## config.mk

```make
export PLATFORM = sky130hd
export DESIGN_NAME = device_run_state_controller_core
export DESIGN_NICKNAME = d
export VERILOG_FILES = /design/src/rtl/drsc_pkg.sv /design/src/rtl/drsc_engine.sv /design/src/rtl/device_run_state_controller_core.sv
export SDC_FILE = /design/constraint.sdc
export NUM_CORES = 1
export LEC_CHECK = 0
export BUFFER_PORTS_ARGS = -buffer_cell sky130_fd_sc_hd__buf_4
export CORE_MARGIN = 4
export CORE_UTILIZATION = 30
export DETAILED_ROUTE_END_ITERATION = 7
export PLACE_DENSITY = 0.44
export REMOVE_ABC_BUFFERS = 1
export SYNTH_ARGS = -nofsm -noshare
export SYNTH_HDL_FRONTEND = slang
export SYNTH_SLANG_ARGS = --single-unit
export TNS_END_PERCENT = 5
```

## constraint.sdc

```tcl
create_clock -name clock -period 3.5 [get_ports clock]
set_input_delay 0.525 -clock clock [delete_from_list [all_inputs] [get_ports clock]]
set_output_delay 0.525 -clock clock [all_outputs]
set_load 0.02 [all_outputs]
```

## src/rtl/drsc_pkg.sv

```systemverilog
// ----------------------------------------------------------------------------
// Run-state controller package
// Item types, mode encoding and the codes that the run-state controller
// shares between its files.
// ----------------------------------------------------------------------------
package drsc_pkg;

   // Width of the request tag carried through the controller.
   localparam int TagBits = 16;

   // Event codes.
   localparam logic [2:0] OP_COMMAND  = 3'd0;
   localparam logic [2:0] OP_READY    = 3'd1;
   localparam logic [2:0] OP_FAULT    = 3'd2;
   localparam logic [2:0] OP_COMPLETE = 3'd3;
   localparam logic [2:0] OP_CONSUME  = 3'd4;
   localparam logic [2:0] OP_QUERY    = 3'd5;

   // Command actions.
   localparam logic [2:0] ACT_START     = 3'd0;
   localparam logic [2:0] ACT_STOP      = 3'd1;
   localparam logic [2:0] ACT_ESTOP     = 3'd2;
   localparam logic [2:0] ACT_SAFETY    = 3'd3;
   localparam logic [2:0] ACT_INIT      = 3'd4;
   localparam logic [2:0] ACT_STATUS    = 3'd5;

   // Response kinds.
   localparam logic [1:0] KIND_COMMAND  = 2'd0;
   localparam logic [1:0] KIND_RECOVERY = 2'd1;
   localparam logic [1:0] KIND_RESET    = 2'd2;
   localparam logic [1:0] KIND_STATUS   = 2'd3;

   // Result codes.
   localparam logic [1:0] RES_OK   = 2'd0;
   localparam logic [1:0] RES_REJ  = 2'd1;
   localparam logic [1:0] RES_PROC = 2'd2;

   // Error codes.
   localparam logic [2:0] ERR_NONE     = 3'd0;
   localparam logic [2:0] ERR_TARGET   = 3'd1;
   localparam logic [2:0] ERR_STATE    = 3'd2;
   localparam logic [2:0] ERR_NOTREADY = 3'd3;
   localparam logic [2:0] ERR_UNSUP    = 3'd4;

   typedef enum logic [2:0] {
      MODE_STOPPED = 3'd0,
      MODE_RUNNING = 3'd1,
      MODE_ESTOP   = 3'd2,
      MODE_RECOVER = 3'd3,
      MODE_ERROR   = 3'd4
   } mode_type;

   typedef struct packed {
      logic [2:0]         operation;
      logic [2:0]         action;
      logic               target_ok;
      logic [TagBits-1:0] request_tag;
      logic               ready_level;
   } req_item_type;

   typedef struct packed {
      logic [1:0]         response_kind;
      logic [1:0]         result_code;
      logic [2:0]         err_cause;
      logic               flush_work;
      logic               mode_changed;
      logic [2:0]         mode_now;
      logic [TagBits-1:0] reply_tag;
      logic               reset_was_requested;
      logic               operational;
   } rsp_item_type;

endpackage

```

## src/rtl/drsc_engine.sv

```systemverilog
// ----------------------------------------------------------------------------
// Run-state engine
// Holds the controller state and works out, for the item in the input
// register, the next state and the result item, if there is one.
// ----------------------------------------------------------------------------
module drsc_engine (
   input  logic                  clock,
   input  logic                  reset,
   input  logic                  fire,
   input  drsc_pkg::req_item_type item,
   output logic                  has_result,
   output drsc_pkg::rsp_item_type result
);
   import drsc_pkg::*;

   mode_type           mode_ff, mode_in;
   logic               ready_ff, ready_in;
   logic               reset_pend_ff, reset_pend_in;
   logic               rec_pend_ff, rec_pend_in;
   logic [TagBits-1:0] rec_tag_ff, rec_tag_in;

   always_comb begin
      mode_in       = mode_ff;
      ready_in      = ready_ff;
      reset_pend_in = reset_pend_ff;
      rec_pend_in   = rec_pend_ff;
      rec_tag_in    = rec_tag_ff;

      has_result                 = 1'b0;
      result.response_kind       = KIND_COMMAND;
      result.result_code         = RES_OK;
      result.err_cause           = ERR_NONE;
      result.flush_work          = 1'b0;
      result.mode_changed        = 1'b0;
      result.reply_tag           = '0;
      result.reset_was_requested = 1'b0;

      case (item.operation)
         OP_COMMAND: begin
            has_result       = 1'b1;
            result.reply_tag = item.request_tag;
            if (!item.target_ok) begin
               result.result_code = RES_REJ;
               result.err_cause   = ERR_TARGET;
            end else begin
               case (item.action)
                  ACT_START: begin
                     if (mode_ff == MODE_RUNNING) begin
                        result.result_code = RES_OK;
                     end else if (mode_ff != MODE_STOPPED) begin
                        result.result_code = RES_REJ;
                        result.err_cause   = ERR_STATE;
                     end else if (!ready_ff) begin
                        result.result_code = RES_REJ;
                        result.err_cause   = ERR_NOTREADY;
                     end else begin
                        mode_in             = MODE_RUNNING;
                        result.mode_changed = 1'b1;
                     end
                  end
                  ACT_STOP: begin
                     if (mode_ff == MODE_STOPPED) begin
                        result.result_code = RES_OK;
                     end else if (mode_ff != MODE_RUNNING) begin
                        result.result_code = RES_REJ;
                        result.err_cause   = ERR_STATE;
                     end else begin
                        mode_in             = MODE_STOPPED;
                        result.mode_changed = 1'b1;
                     end
                  end
                  ACT_ESTOP: begin
                     result.mode_changed = (mode_ff != MODE_ESTOP);
                     mode_in             = MODE_ESTOP;
                     rec_pend_in         = 1'b0;
                  end
                  ACT_SAFETY: begin
                     if (mode_ff == MODE_STOPPED && ready_ff) begin
                        result.result_code = RES_OK;
                     end else if (mode_ff == MODE_RECOVER) begin
                        result.flush_work = 1'b1;
                        if (ready_ff) begin
                           mode_in             = MODE_STOPPED;
                           result.mode_changed = 1'b1;
                           rec_pend_in         = 1'b0;
                        end else begin
                           result.result_code = RES_PROC;
                           rec_pend_in        = 1'b1;
                           rec_tag_in         = item.request_tag;
                           reset_pend_in      = 1'b1;
                        end
                     end else if (mode_ff != MODE_ESTOP && mode_ff != MODE_ERROR) begin
                        result.result_code = RES_REJ;
                        result.err_cause   = ERR_STATE;
                     end else begin
                        // Entering recovery drops readiness until the device reports again.
                        mode_in             = MODE_RECOVER;
                        result.mode_changed = 1'b1;
                        ready_in            = 1'b0;
                        reset_pend_in       = 1'b1;
                        rec_pend_in         = 1'b1;
                        rec_tag_in          = item.request_tag;
                        result.flush_work   = 1'b1;
                        result.result_code  = RES_PROC;
                     end
                  end
                  ACT_INIT: begin
                     if (mode_ff == MODE_STOPPED) begin
                        result.result_code = RES_OK;
                     end else if (mode_ff == MODE_RECOVER) begin
                        result.result_code = RES_REJ;
                        result.err_cause   = ERR_NOTREADY;
                     end else begin
                        result.result_code = RES_REJ;
                        result.err_cause   = ERR_UNSUP;
                     end
                  end
                  ACT_STATUS: begin
                     result.result_code = RES_OK;
                  end
                  default: begin
                     result.result_code = RES_REJ;
                     result.err_cause   = ERR_UNSUP;
                  end
               endcase
            end
         end
         OP_READY: begin
            ready_in = item.ready_level;
            if (!item.ready_level && (mode_ff == MODE_RUNNING || mode_ff == MODE_STOPPED)) begin
               mode_in = MODE_ERROR;
            end
         end
         OP_FAULT: begin
            if (mode_ff == MODE_RUNNING) begin
               mode_in     = MODE_ERROR;
               rec_pend_in = 1'b0;
            end
         end
         OP_COMPLETE: begin
            if (mode_ff == MODE_RECOVER && ready_ff && rec_pend_ff) begin
               has_result           = 1'b1;
               result.response_kind = KIND_RECOVERY;
               result.reply_tag     = rec_tag_ff;
               result.mode_changed  = 1'b1;
               mode_in              = MODE_STOPPED;
               rec_pend_in          = 1'b0;
            end
         end
         OP_CONSUME: begin
            has_result                 = 1'b1;
            result.response_kind       = KIND_RESET;
            result.reset_was_requested = reset_pend_ff;
            reset_pend_in              = 1'b0;
         end
         OP_QUERY: begin
            has_result           = 1'b1;
            result.response_kind = KIND_STATUS;
         end
         default: begin
            has_result = 1'b0;
         end
      endcase

      result.mode_now    = mode_in;
      result.operational = (mode_in == MODE_RUNNING) && ready_in;
   end

   always_ff @(posedge clock) begin
      if (reset) begin
         mode_ff       <= MODE_STOPPED;
         ready_ff      <= 1'b0;
         reset_pend_ff <= 1'b0;
         rec_pend_ff   <= 1'b0;
         rec_tag_ff    <= '0;
      end else if (fire) begin
         mode_ff       <= mode_in;
         ready_ff      <= ready_in;
         reset_pend_ff <= reset_pend_in;
         rec_pend_ff   <= rec_pend_in;
         rec_tag_ff    <= rec_tag_in;
      end
   end

endmodule

```

## src/rtl/device_run_state_controller_core.sv

```systemverilog
// ----------------------------------------------------------------------------
// Device run-state controller
// Five-mode run controller that answers commands, readiness updates,
// faults, recovery checks, reset consumes and status queries.
// ----------------------------------------------------------------------------
// Each accepted item is captured in an input register, evaluated against
// the mode and flags combinationally, and its result item (if any) written
// to an output register; one item is taken per clock unless stalled.
// An item stays in the input register only while it has a result and the
// output register still holds an item that has not been taken; items that
// produce no result (ready updates, faults, idle completion checks and
// unused event codes) never wait. A result is taken from the output register,
// which it reaches after its item has been held in the input register.
module device_run_state_controller_core (
   input  logic                   clock,
   input  logic                   reset,
   input  logic                   req_valid,
   output logic                   req_ready,
   input  drsc_pkg::req_item_type req_data,
   output logic                   rsp_valid,
   input  logic                   rsp_ready,
   output drsc_pkg::rsp_item_type rsp_data
);
   import drsc_pkg::*;

   logic         in_valid_ff, in_valid_in;
   req_item_type in_item_ff;
   logic         out_valid_ff, out_valid_in;
   rsp_item_type out_item_ff;

   logic         has_result;
   rsp_item_type result;
   logic         out_free;
   logic         advance;

   drsc_engine u_engine (
      .clock      (clock),
      .reset      (reset),
      .fire       (advance),
      .item       (in_item_ff),
      .has_result (has_result),
      .result     (result)
   );

   assign out_free  = !out_valid_ff || rsp_ready;
   assign advance   = in_valid_ff && (!has_result || out_free);
   assign req_ready = !in_valid_ff || advance;

   assign in_valid_in  = req_ready ? req_valid : in_valid_ff;
   assign out_valid_in = out_free ? (advance && has_result) : out_valid_ff;

   always_ff @(posedge clock) begin
      if (reset) begin
         in_valid_ff  <= 1'b0;
         out_valid_ff <= 1'b0;
      end else begin
         in_valid_ff  <= in_valid_in;
         out_valid_ff <= out_valid_in;
      end
   end

   always_ff @(posedge clock) begin
      if (req_valid && req_ready) begin
         in_item_ff <= req_data;
      end
      if (out_free && advance && has_result) begin
         out_item_ff <= result;
      end
   end

   assign rsp_valid = out_valid_ff;
   assign rsp_data  = out_item_ff;

   // A held item must not be lost or changed while the output is blocked.
   assert property (@(posedge clock) disable iff (reset)
      in_valid_ff && !advance |=> in_valid_ff && $stable(in_item_ff))
      else $error("held input item was dropped or changed");

   assert property (@(posedge clock) disable iff (reset)
      rsp_valid && rsp_data.operational |-> rsp_data.mode_now == MODE_RUNNING)
      else $error("operational reported outside the running mode");

   assert property (@(posedge clock) disable iff (reset)
      rsp_valid && rsp_data.reset_was_requested |-> rsp_data.response_kind == KIND_RESET)
      else $error("reset request flag on a result that is not a consume");

   assert property (@(posedge clock) disable iff (reset)
      rsp_valid && rsp_data.result_code == RES_PROC |-> rsp_data.flush_work)
      else $error("processing result without a work flush");

endmodule

```

==> metrics.md, run 1 <==
| Metric | Value |
|---|---|
| First-iteration detailed-routing DRC count | 111 |
| P&R area growth vs syn | 26.0% |
| Startpoint Class | flop |
| Worst hold path cell count | 1 |
| # rows | 38 |
| Synth Flop Type | edfxtp_1 |
| Avg Cell Area, Syn | 12.5 µm² |
| Post-CTS resize count | 0 |
| Dominant cells by area after synthesis | edfxtp_1 48%, dfxtp_1 14%, mux2i_1 4.7%, a22o_1 4.1%, nor2_1 3.8% |
| Gpl congestion | 0.804 |
| CTS H-Tree Depth | 3 |
| Hold_buf cts | 0 |
| Largest family of logic cells by synthesized area | compound AO/OA/AOI/OAI gates |
| Min-Delay Startpoint | req_data[3] |
| Hold Crit Class | input pin to flop |
| Post-Synth Simple-Gate Area | 0.138 |
| Max Clock Skew | 0.00526 ns |
| Worst-Margin Slew | 1.19 ns |
| Die width | 114 µm |
| Filler cells | 1,090 |
| #FFs+latches synth | 78 |
| Rel. slew slack | 0.207 |
| MaxCap Viol Count | 0 |
| CP peak stage delay | 0.64 ns |
| Crit Path Max Fanout | 15 |
| Clock Power Share | 0.426 |
| Sequential element share of the synthesized area | 0.622 |
| IO buf count | 59 |
| Comb pwr share | 0.071 |
| Synth Area in Adders | 0 |
| Final total power | 2.07 mW |
| Largest net degree at the start of global routing | 25 |
| CTS sink count | 78 |
| DR pass1 iterations | 4 |
| Max-slew violation count | 0 |
| Cell Pwr Density | 486 mW/mm² |
| Clk Latency, worst-skew pair | 0.33 ns |
| Compound-Gate Fraction of Synth Area | 0.150 |
| Ys Warns | 0 |
| Register clock-pin slew on the reported worst setup and hold paths | 0.07 ns |
| First-pass GRT wire length | 12,700 µm |
| Clk root buf | clkbuf_16 |
| Layout cells sized above 1 | 0.296 |
| Syn Inst Count | 270 |
| Max VDD drop | 189 µV |
| Fin. Hold Viols | 0 |
| Vias/cell | 4.94 |
| Synthesized area | 0.00338 mm² |
| Die H | 114 µm |
| Grt ovf | 0 |
| Switching pwr | 498 µW |
| Pleak | 1.65 nW |
| CTS Buf Count | 9 |
| Cell accounting for the most synthesized area | edfxtp_1 |
| Routed Antenna Nets | 0 |
| Post-CTS setup buffer count | 0 |
| GRT Total Usage | 0.127 |
| Setup crit end kind | output port |
| WP data required | 2.97 ns |
| Clock Path Buffers | 2 |
| Area share of the largest cell type after synthesis | 0.480 |
| DR DRC count | 0 |
| Crit path DAT | 2.25 ns |
| Register-to-register setup slack | 0.75 ns |
| Internal | 1.57 mW |
| Xor/xnor cell area share of the yosys netlist | 0.00259 |
| Mux share of post-synthesis cell area | 0.0540 |
| Routed wire length per instance | 16.7 µm |
| Status | finished, final reports clean |
| Via count | 2,346 |
| CP max stage cell | edfxtp_1 |
| Number of antenna diodes | 0 |
| Tcrit/Tclk final | 0.792 |
| Peak Freq | 0.361 GHz |
| Crit path cell chain | nand2b_1 > o32a_4 > or3b_2 > buf_4 |
| Sequential Power Share | 0.503 |
| Setup total negative slack | 0 ns |
| Tmin final | 2.77 ns |
| Final setup fails | 0 |
| Critical path class | flop to output port |
| Multi-input logic area | 0.00118 mm² |
| RSZ-0062 raised after global routing | false |
| Initial Util | 0.309 |
| Ys async rst share | 0 |
| TritonCTS clock tree | done |
| Post-synth EDFFs | 54 |
| I/O pin cnt | 60 |
| Number of global-route vias before repair | 2,350 |
| Fin nets | 358 |
| Core box area | 0.0109 mm² |
| Antenna violations before repair | 0 |
| Reg2reg end | in_item_ff[7]$_DFFE_PP_ |
| DP HPWL | 5220 µm |
| R2R cell count | 4 |
| Hold path endpoint | in_item_ff[3]$_DFFE_PP_ |
| Die Area | 0.0130 mm² |
| Net Sw Frac | 0.241 |
| Reg area | 0.00210 mm² |
| Final wirelength | 7930 µm |
| Worst r2r src | in_item_ff[22]$_DFFE_PP_ |
| Synth cell types | 58 |
==> metal layers <==
metal | GRT usage | wire length (µm) | up-vias | part of all wire
met2 | 0.203 | 3830 | 60 | 0.48
met3 | 0.0275 | 384 | 10 | 0.048
met5 | 0 | 0 | - | 0
met4 | 0.0467 | 120 | 0 | 0.015
met1 | 0.169 | 3600 | 1134 | 0.45
li1 | - | - | 1142 | -
==> worst max-delay path by stage <==
| stage | startpoint | endpoint | depth (start not counted) |
|---|---|---|---|
| global placement | in_item_ff[22]$_DFFE_PP_ | in_item_ff[4]$_DFFE_PP_ | 4 |
| detailed placement | in_item_ff[22]$_DFFE_PP_ | in_item_ff[12]$_DFFE_PP_ | 4 |
| finish | in_item_ff[22]$_DFFE_PP_ | req_ready | 4 |
| floorplan | u_engine.mode_ff[1]$_SDFFE_PP0P_ | rsp_data[0]$_DFFE_PP_ | 3 |
| CTS | in_item_ff[22]$_DFFE_PP_ | in_item_ff[7]$_DFFE_PP_ | 4 |
| global route | in_item_ff[22]$_DFFE_PP_ | in_item_ff[7]$_DFFE_PP_ | 4 |
==> Yosys cell counts (2+ instances only) <==
| library cell | number |
|---|---|
| nand2b_1 | 7 |
| clkbuf_1 | 13 |
| o21a_1 | 3 |
| dfxtp_1 | 24 |
| and2_1 | 3 |
| inv_1 | 5 |
| a31o_2 | 2 |
| nand3b_1 | 4 |
| a21oi_1 | 6 |
| o21ai_0 | 3 |
| a31oi_1 | 6 |
| o31ai_1 | 2 |
| buf_1 | 2 |
| or2_2 | 2 |
| nand2_1 | 6 |
| nor3_1 | 8 |
| mux2i_1 | 16 |
| edfxtp_1 | 54 |
| mux2_2 | 2 |
| nor2b_1 | 4 |
| nand3_1 | 3 |
| a22o_1 | 16 |
| or3_1 | 2 |
| nor4_1 | 2 |
| o22ai_1 | 3 |
| a211oi_1 | 4 |
| nand4_1 | 2 |
| o2bb2ai_1 | 3 |
| nor2_1 | 34 |
==> placed cells by master (no fill, tap or decap), types with 2 or more instances in the layout <==
cell       instances
and2_1             3
a211oi_1           4
nor2_4             2
nor2_1            33
inv_6              2
nor3_2             2
or2_2              2
clkinv_4           3
o21a_1             3
nand2b_1           7
nor3_1             7
a31oi_1            6
clkbuf_16          9
o31ai_1            2
or3_1              2
a31o_2             2
nor2b_1            4
mux2i_1           16
nand2_1            6
buf_4             67
o2bb2ai_1          3
nand3b_1           4
mux2_2             2
a22o_1            16
dfxtp_1           24
a21oi_1            6
inv_1              5
nand3_1            3
o21ai_0            3
o22ai_1            3
edfxtp_1          54
nor4_1             2
nand4_1            2
==> through the flow <==
step | utilization | instance area (µm²) | std cells | hold WS, ns | worst slack, ns
final | 0.390 | 4260 | 475 | 0.369 | 0.727
after CTS | 0.390 | 4260 | 475 | 0.359 | 0.721
after global placement | 0.364 | 3980 | 459 | 0.475 | 0.801
after floorplan | - | 3290 | 252 | 0.442 | 0.521
after detailed placement | 0.364 | 3980 | 459 | 0.480 | 0.751
after global routing | 0.390 | 4260 | 475 | 0.355 | 0.547
==> flip-flops by register name (all words and copies together), names as in the netlist <==
signal,cells
rsp_valid,1
u_engine.reset_pend_ff,1
u_engine.ready_ff,1
in_item_ff,24
u_engine.rec_tag_ff,16
in_valid_ff,1
rsp_data,30
u_engine.rec_pend_ff,1
u_engine.mode_ff,3
==> worst max-delay path: cells and delay by family (launching register included) <==
family / cells / cell delay [ns]
simple gates: 2 / 0.71
flops: 1 / 0.64
compound gates: 1 / 0.39
buf+inv: 1 / 0.18
==> cells by family (layout without fill, tap and decap cells) <==
group           after synthesis  count (layout)
buf+inv                      23              88
xor+xnor                      1               1
mux                          18              18
simple gates                 87              87
compound gates               63              63
flops                        78              78
==> area by class of cell <==
type,instances,share of cell area
clock buffer,9,0.0529
clock inverter,7,0.0132
inverter,5,0.00441
multi-input combinational,169,0.277
sequential,78,0.493
tap,140,0.0411
timing repair buffer,67,0.118
==> power by group through the flow <==
stage               clock network (mW)  logic, mW  registers (mW)
finish                           0.881      0.147            1.04
global route                     0.937      0.160            1.05
CTS                              0.898      0.149            1.04
detailed placement                   0      0.148            1.06
global placement                     0      0.149            1.06
floorplan                            0     0.0580            1.07
Power figures use the tool's default switching activity.
==> inputs of run 2 (changes only) <==
- clock period: 3.5 -> 2.89 ns (I/O delays scaled with it)
==> run 2 against run 1 <==
  * Largest power group unchanged
  * Sequential power grew 22%
  * Non-clock buffer count shrank 1
  * Sequential cell count is the same
  * Clock skew grew 0.0020 ns
  * First-iteration DRC count grew 3.6%
  * Wire length grew 1.7%
==> metrics.md, run 2 (same netlist as run 1, synthesis figures left out) <==
| Metric | Value |
|---|---|
| R2R cell count | 5 (+1) |
| Initial Util | 0.309 (unchanged) |
| I/O pin cnt | 60 (unchanged) |
| Hold_buf cts | 0 (unchanged) |
| Startpoint Class | flop |
| Core box area | 0.0109 mm² (unchanged) |
| Number of global-route vias before repair | 2,417 (+2.9%) |
| Routed Antenna Nets | 0 (unchanged) |
| Routed wire length per instance | 17.0 µm (+2.0%) |
| Max-slew violation count | 0 (unchanged) |
| Max VDD drop | 326 µV (+73%) |
| Worst hold path cell count | 1 (unchanged) |
| Grt ovf | 0 (unchanged) |
| Critical path class | flop to output port |
| Tmin final | 2.71 ns |
| Crit path DAT | 2.28 ns (+0.03 ns) |
| CTS H-Tree Depth | 3 (unchanged) |
| Largest net degree at the start of global routing | 31 (+24%) |
| Most common cell after layout, fill and taps aside | buf_4 |
| Fin cells | 474 (-0.21%) |
| GRT Total Usage | 0.130 (+0.00291) |
| Worst-Margin Slew | 0.918 ns (-0.273 ns) |
| DR DRC count | 0 (unchanged) |
| Register clock-pin slew on the reported worst setup and hold paths | 0.06 ns (about the same) |
| Max Clock Skew | 0.00728 ns (+0.00202 ns) |
| Hold Crit Class | input pin to flop |
| Most frequent cells in the layout | 66 x buf_4, 54 x edfxtp_1, 33 x nor2_1, 24 x dfxtp_1 |
| Cell Pwr Density | 600 mW/mm² (+24%) |
| Setup crit end kind | output port |
| P&R area growth vs syn | 26.3% |
| Vias/cell | 4.91 (-0.64%) |
| Worst r2r src | in_item_ff[23]$_DFFE_PP_ |
| DR pass1 iterations | 4 (unchanged) |
| WP data required | 2.46 ns (-0.51 ns) |
| Via count | 2,326 (-0.85%) |
| CTS sink count | 78 (unchanged) |
| Number of antenna diodes | 0 (unchanged) |
| Fin. Hold Viols | 0 (unchanged) |
| Pleak | 1.65 nW (-0.39%) |
| Gpl congestion | 0.823 (+2.4%) |
| First-iteration detailed-routing DRC count | 115 (+3.6%) |
| Clock Path Buffers | 2 (unchanged) |
| Peak Freq | 0.369 GHz |
| Clk Latency, worst-skew pair | 0.33 ns (about the same) |
| Layout cells sized above 1 | 0.290 (-0.00510) |
| Crit Path Max Fanout | 15 (unchanged) |
| Die Area | 0.0130 mm² (unchanged) |
| Crit path cell chain | nand2b_1 > o32a_4 > or3b_2 > buf_4 |
| Antenna violations before repair | 0 (unchanged) |
| Final core occ | 0.391 (+0.000915) |
| Placed Cells | 458 (-0.22%) |
| Register-to-register setup slack | 0.42 ns (-0.33 ns) |
| Fin nets | 357 (-0.28%) |
| Final wirelength | 8070 µm (+1.7%) |
| Die width | 114 µm (unchanged) |
| Setup total negative slack | 0 ns (unchanged) |
| Max reg flops | 30 (unchanged) |
| RSZ-0062 raised after global routing | false |
| First-pass GRT wire length | 12,900 µm (+1.6%) |
| IO buf count | 59 (unchanged) |
| CP peak stage delay | 0.58 ns (-0.06 ns) |
| TritonCTS clock tree | done |
| Tcrit/Tclk final | 0.938 |
| Reg2reg end | in_item_ff[7]$_DFFE_PP_ |
| Status | finished, final reports clean |
| MaxCap Viol Count | 0 (unchanged) |
| Final setup fails | 0 (unchanged) |
| Rel. slew slack | 0.387 (+0.180) |
| CTS Buf Count | 9 (unchanged) |
| Worst setup path endpoint | req_ready |
| Post-CTS resize count | 0 (unchanged) |
| Final total power | 2.56 mW (+24%) |
| Post-CTS setup buffer count | 0 (unchanged) |
| DP HPWL | 5340 µm (+2.2%) |
| Crit. Startpoint | in_item_ff[23]$_DFFE_PP_ |
| Clk root buf | clkbuf_16 |
| # rows | 38 (unchanged) |
| Die H | 114 µm (unchanged) |
| CP max stage cell | edfxtp_1 |
## run 2: cell types whose count changed in the layout (fill, tap and decap cells not counted)
cell | before | now
buf_4 | 67 | 66
bufinv_16 | 0 | 1
clkbuf_1 | 0 | 1
clkinv_2 | 1 | 0
clkinv_4 | 3 | 1
clkinvlp_4 | 1 | 3
inv_6 | 2 | 1
## run 2: power by group
group	total (mW)	switching (mW)	internal (mW)
Combinational	0.174	0.0953	0.0787
Clock	1.12	0.451	0.673
Sequential	1.27	0.0328	1.23
Total	2.56	0.579	1.98
## run 2: worst min-delay path by stage
| stage | to | from |
|---|---|---|
| 6_report | in_item_ff[3]$_DFFE_PP_ | req_data[3] |
| 5_1_grt | in_item_ff[8]$_DFFE_PP_ | req_data[8] |
| 4_1_cts | in_item_ff[3]$_DFFE_PP_ | req_data[3] |
| 3_5_place_dp | u_engine.rec_tag_ff[8]$_SDFFE_PP0P_ | u_engine.rec_tag_ff[8]$_SDFFE_PP0P_ |
| 3_3_place_gp | u_engine.rec_tag_ff[4]$_SDFFE_PP0P_ | u_engine.rec_tag_ff[4]$_SDFFE_PP0P_ |
| 2_1_floorplan | u_engine.rec_pend_ff$_SDFFE_PP0P_ | u_engine.rec_pend_ff$_SDFFE_PP0P_ |
## run 2: per-stage QoR
| stage | instance area [µm²] | hold slack [ns] | setup slack [ns] |
|---|---|---|---|
| CTS | 4270 | 0.264 | 0.172 |
| global route | 4270 | 0.261 | 0.0458 |
| detailed placement | 3970 | 0.486 | 0.429 |
| floorplan | 3290 | 0.442 | -0.0886 |
| global placement | 3970 | 0.475 | 0.483 |
| finish | 4270 | 0.278 | 0.179 |
## run 2: metal layers
| metal | part of all wire | track usage |
|---|---|---|
| met5 | 0 | 0 |
| met4 | 0.0045 | 0.0562 |
| met2 | 0.49 | 0.204 |
| met3 | 0.040 | 0.0222 |
| met1 | 0.47 | 0.176 |
## run 2: cell type report
cell class | count | area, µm²
repair buffers | 66 | 495
well taps | 140 | 175
fillers | 1080 | 6670
clock inverters | 6 | 70.1
flip-flops and latches | 78 | 2100
inverters | 5 | 18.8
clock buffers | 10 | 229
multi-input cells | 169 | 1180
## run 2: critical path: cells and delay by family (launching register included)
family / cells / cell delay [ns]
AND/OR/NAND/NOR: 2 / 0.80
flip-flops: 1 / 0.58
AO/OA/AOI/OAI: 1 / 0.39
buffers and inverters: 1 / 0.18
==> inputs of run 3 (changes only) <==
- ABC_AREA: unset -> 1
- BUFFER_PORTS_ARGS: -buffer_cell sky130_fd_sc_hd__buf_4 -> unset
- DONT_BUFFER_PORTS: unset -> 1
- PLACE_DENSITY: 0.44 -> 0.4
==> run 3 against run 2 <==
  * Combinational power fell by 26%
  * Sequential power barely moved
  * Via count rose by 3.3%
  * Cell count rose by 6.1%
  * Critical path depth rose by 5
  * Final area fell by 9.3%
  * Sequential share of layout area rose by 5.0 points
  * Clock skew rose by 0.0056 ns
  * Critical path type is now flop to flop
  * Critical endpoint is now rsp_data[20]$_DFFE_PP_
  * Largest cell class unchanged
  * Highest routed layer is now met5
==> metrics.md, run 3 <==
| Metric | Value |
|---|---|
| Die H | 115 µm (+0.31%) |
| Post-synth EDFFs | 54 (unchanged) |
| Grt ovf | 0 (unchanged) |
| Crit path cell chain | inv_2 > nand3_2 > nor2_1 > nand3_2 > nand2_2 > a21oi_4 > nand2_1 > inv_1 > buf_12 |
| Max Clock Skew | 0.0129 ns (+0.00564 ns) |
| MaxCap Viol Count | 0 (unchanged) |
| Max VDD drop | 261 µV (-20%) |
| Syn Inst Count | 352 (+30%) |
| Dominant cells by area after synthesis | edfxtp_1 48%, dfxtp_1 14%, nand2_1 8.3%, nand3_1 5.0%, o21ai_0 4.6% |
| Clk root buf | clkbuf_16 |
| Final core occ | 0.353 (-0.0377) |
| Crit path DAT | 2.48 ns (+0.20 ns) |
| Post-CTS setup buffer count | 0 (unchanged) |
| Status | finished, final reports clean |
| Synth Flop Type | edfxtp_1 |
| Tcrit/Tclk final | 0.848 (-0.0903) |
| Max-slew violation count | 0 (unchanged) |
| Fin. Hold Viols | 0 (unchanged) |
| Avg Cell Area, Syn | 9.67 µm² (-23%) |
| Setup total negative slack | 0 ns (unchanged) |
| M1 WL | 3550 µm (-5.8%) |
| Pleak | 1.37 nW (-17%) |
| Post-CTS resize count | 0 (unchanged) |
| Layout cells sized above 1 | 0.124 (-0.166) |
| Final worst setup slack | 0.440 ns (+0.261 ns) |
| Routed Antenna Nets | 0 (unchanged) |
| #FFs+latches synth | 78 (unchanged) |
| Area share of the largest cell type after synthesis | 0.476 (-0.00317) |
| DP HPWL | 5620 µm (+5.3%) |
| Worst-Margin Slew | 0.998 ns (+0.0803 ns) |
| Most frequent cells in the layout | 75 x nand2_1, 54 x edfxtp_1, 35 x inv_1, 34 x nand3_1, 31 x o21ai_0 |
| TritonCTS clock tree | done |
| Dpl ws | 0.415 ns (-0.0141 ns) |
| GRT Total Usage | 0.127 (-0.00220) |
| Antenna violations before repair | 1 (+1) |
| Register clock-pin slew on the reported worst setup and hold paths | 0.06 ns (about the same) |
| CP max stage cell | a21oi_4 |
| First-iteration detailed-routing DRC count | 106 (-7.8%) |
| Gpl congestion | 0.842 (+2.4%) |
| Startpoint Class | flop |
| # rows | 38 (unchanged) |
| Routed wire length per instance | 16.0 µm (-6.2%) |
| P&R area growth vs syn | 13.9% |
| Post-Place Cell Area | 0.00355 mm² (-11%) |
| Synthesized area | 0.00340 mm² (+0.67%) |
| Final Cell Area | 0.00387 mm² (-9.3%) |
| Final setup fails | 0 (unchanged) |
| Cell Pwr Density | 675 mW/mm² (+12%) |
| Clock Path Buffers | 2 (unchanged) |
| Final wirelength | 8030 µm (-0.45%) |
| Most common cell on crit path | nand3_2 |
| Number of global-route vias before repair | 2,394 (-0.95%) |
| R2R cell count | 9 (+4) |
| Wire length on met2 | 3790 µm (-3.9%) |
| Die Area | 0.0131 mm² (+0.62%) |
| Largest net degree at the start of global routing | 26 (-16%) |
| Hold_buf cts | 0 (unchanged) |
| CP peak stage delay | 0.59 ns (about the same) |
| Ys async rst share | 0 (unchanged) |
| Vias/cell | 4.78 (-2.6%) |
| Core box area | 0.0110 mm² (+0.43%) |
| Worst hold path cell count | 1 (unchanged) |
| CTS Buf Count | 9 (unchanged) |
| Peak Freq | 0.408 GHz (+11%) |
| Cell accounting for the most synthesized area | edfxtp_1 |
| Rel. slew slack | 0.334 (-0.0528) |
| Via count | 2,403 (+3.3%) |
| Top-count cell post-synth | nand2_1 |
| WP buf/inv | 3 (+2) |
| Routed wl met3 | 556 µm (+73%) |
| Tmin final | 2.45 ns (-0.261 ns) |
| Top delay family on crit path | buffers and inverters |
| DR pass1 iterations | 6 (+2) |
| Most common cell after layout, fill and taps aside | nand2_1 |
| Sequential element share of the synthesized area | 0.618 (-0.00411) |
| Number of antenna diodes | 0 (unchanged) |
| Ys Warns | 0 (unchanged) |
| WP data required | 2.92 ns (+0.46 ns) |
| Hold Crit Class | input pin to flop |
| I/O pin cnt | 60 (unchanged) |
| Critical path class | flop to flop |
| Max Used Layer | met5 |
| Die width | 115 µm (+0.31%) |
| CTS sink count | 78 (unchanged) |
| Initial Util | 0.310 (+0.000712) |
| DR DRC count | 0 (unchanged) |
| Crit path depth | 9 (+5) |
| CTS H-Tree Depth | 3 (unchanged) |
| Clk Latency, worst-skew pair | 0.34 ns (about the same) |
| RSZ-0062 raised after global routing | false |
| Max reg flops | 30 (unchanged) |
| Most frequent cells after synthesis | 75 x nand2_1, 54 x edfxtp_1, 35 x inv_1, 34 x nand3_1, 31 x o21ai_0 |
| Crit Path Max Fanout | 25 (+10) |
| First-pass GRT wire length | 12,800 µm (-1.1%) |
| Setup crit end kind | flop |
| Synth cell types | 31 (-47%) |
| Fin nets | 386 (+8.1%) |
| IO buf count | 0 (-100%) |
[run 3: changes by cell type in the layout (fill, tap and decap cells not counted), moves of 16 or more]
| cell | before | now |
|---|---|---|
| mux2i_1 | 16 | 0 |
| buf_4 | 66 | 5 |
| o21ai_0 | 3 | 31 |
| a22o_1 | 16 | 0 |
| inv_1 | 5 | 35 |
| nand2_1 | 6 | 75 |
| a21oi_1 | 6 | 23 |
| nand3_1 | 3 | 34 |
[run 3: through the flow]
stage          hold slack (ns)  std cells  total power, mW
2_1_floorplan            0.434        341             1.38
3_3_place_gp             0.442        487             1.42
3_5_place_dp             0.446        487             1.42
4_1_cts                  0.150        503             2.64
5_1_grt                  0.150        503             2.72
6_report                 0.161        503             2.61
[run 3: routing by layer]
layer / vias to the layer above / track usage
li1: 1190 / -
met1: 1126 / 0.158
met2: 73 / 0.201
met3: 12 / 0.0481
met4: 2 / 0.0507
met5: - / 0
[run 3: logic make-up after synthesis]
group / count (synthesis) / share of synthesized area
AND/OR/NAND/NOR: 158 / 0.211
AO/OA/AOI/OAI: 62 / 0.0989
buffers and inverters: 54 / 0.0724
flip-flops: 78 / 0.618
[run 3: final cells by class]
cell class | count | area [µm²]
sequential | 78 | 2100
fill | 1103 | 7110
tap | 140 | 175
multi-input combinational | 220 | 1050
clock inverter | 6 | 93.8
inverter | 43 | 163
clock buffer | 10 | 229
timing repair buffer | 6 | 57.6
[run 3: final timing paths]
path                            slack, ns                                   to                           startpoint
worst max-delay path                 0.44               rsp_data[20]$_DFFE_PP_     u_engine.mode_ff[2]$_SDFFE_PP0P_
worst max register to register       0.44               rsp_data[20]$_DFFE_PP_     u_engine.mode_ff[2]$_SDFFE_PP0P_
worst min-delay path                 0.16  u_engine.rec_tag_ff[4]$_SDFFE_PP0P_                                reset
worst min register to register       0.45  u_engine.rec_tag_ff[5]$_SDFFE_PP0P_  u_engine.rec_tag_ff[5]$_SDFFE_PP0P_
[run 3: power breakdown]
part	internal [mW]	switching [mW]
Clock	0.763	0.457
Combinational	0.0362	0.0928
Sequential	1.23	0.0354
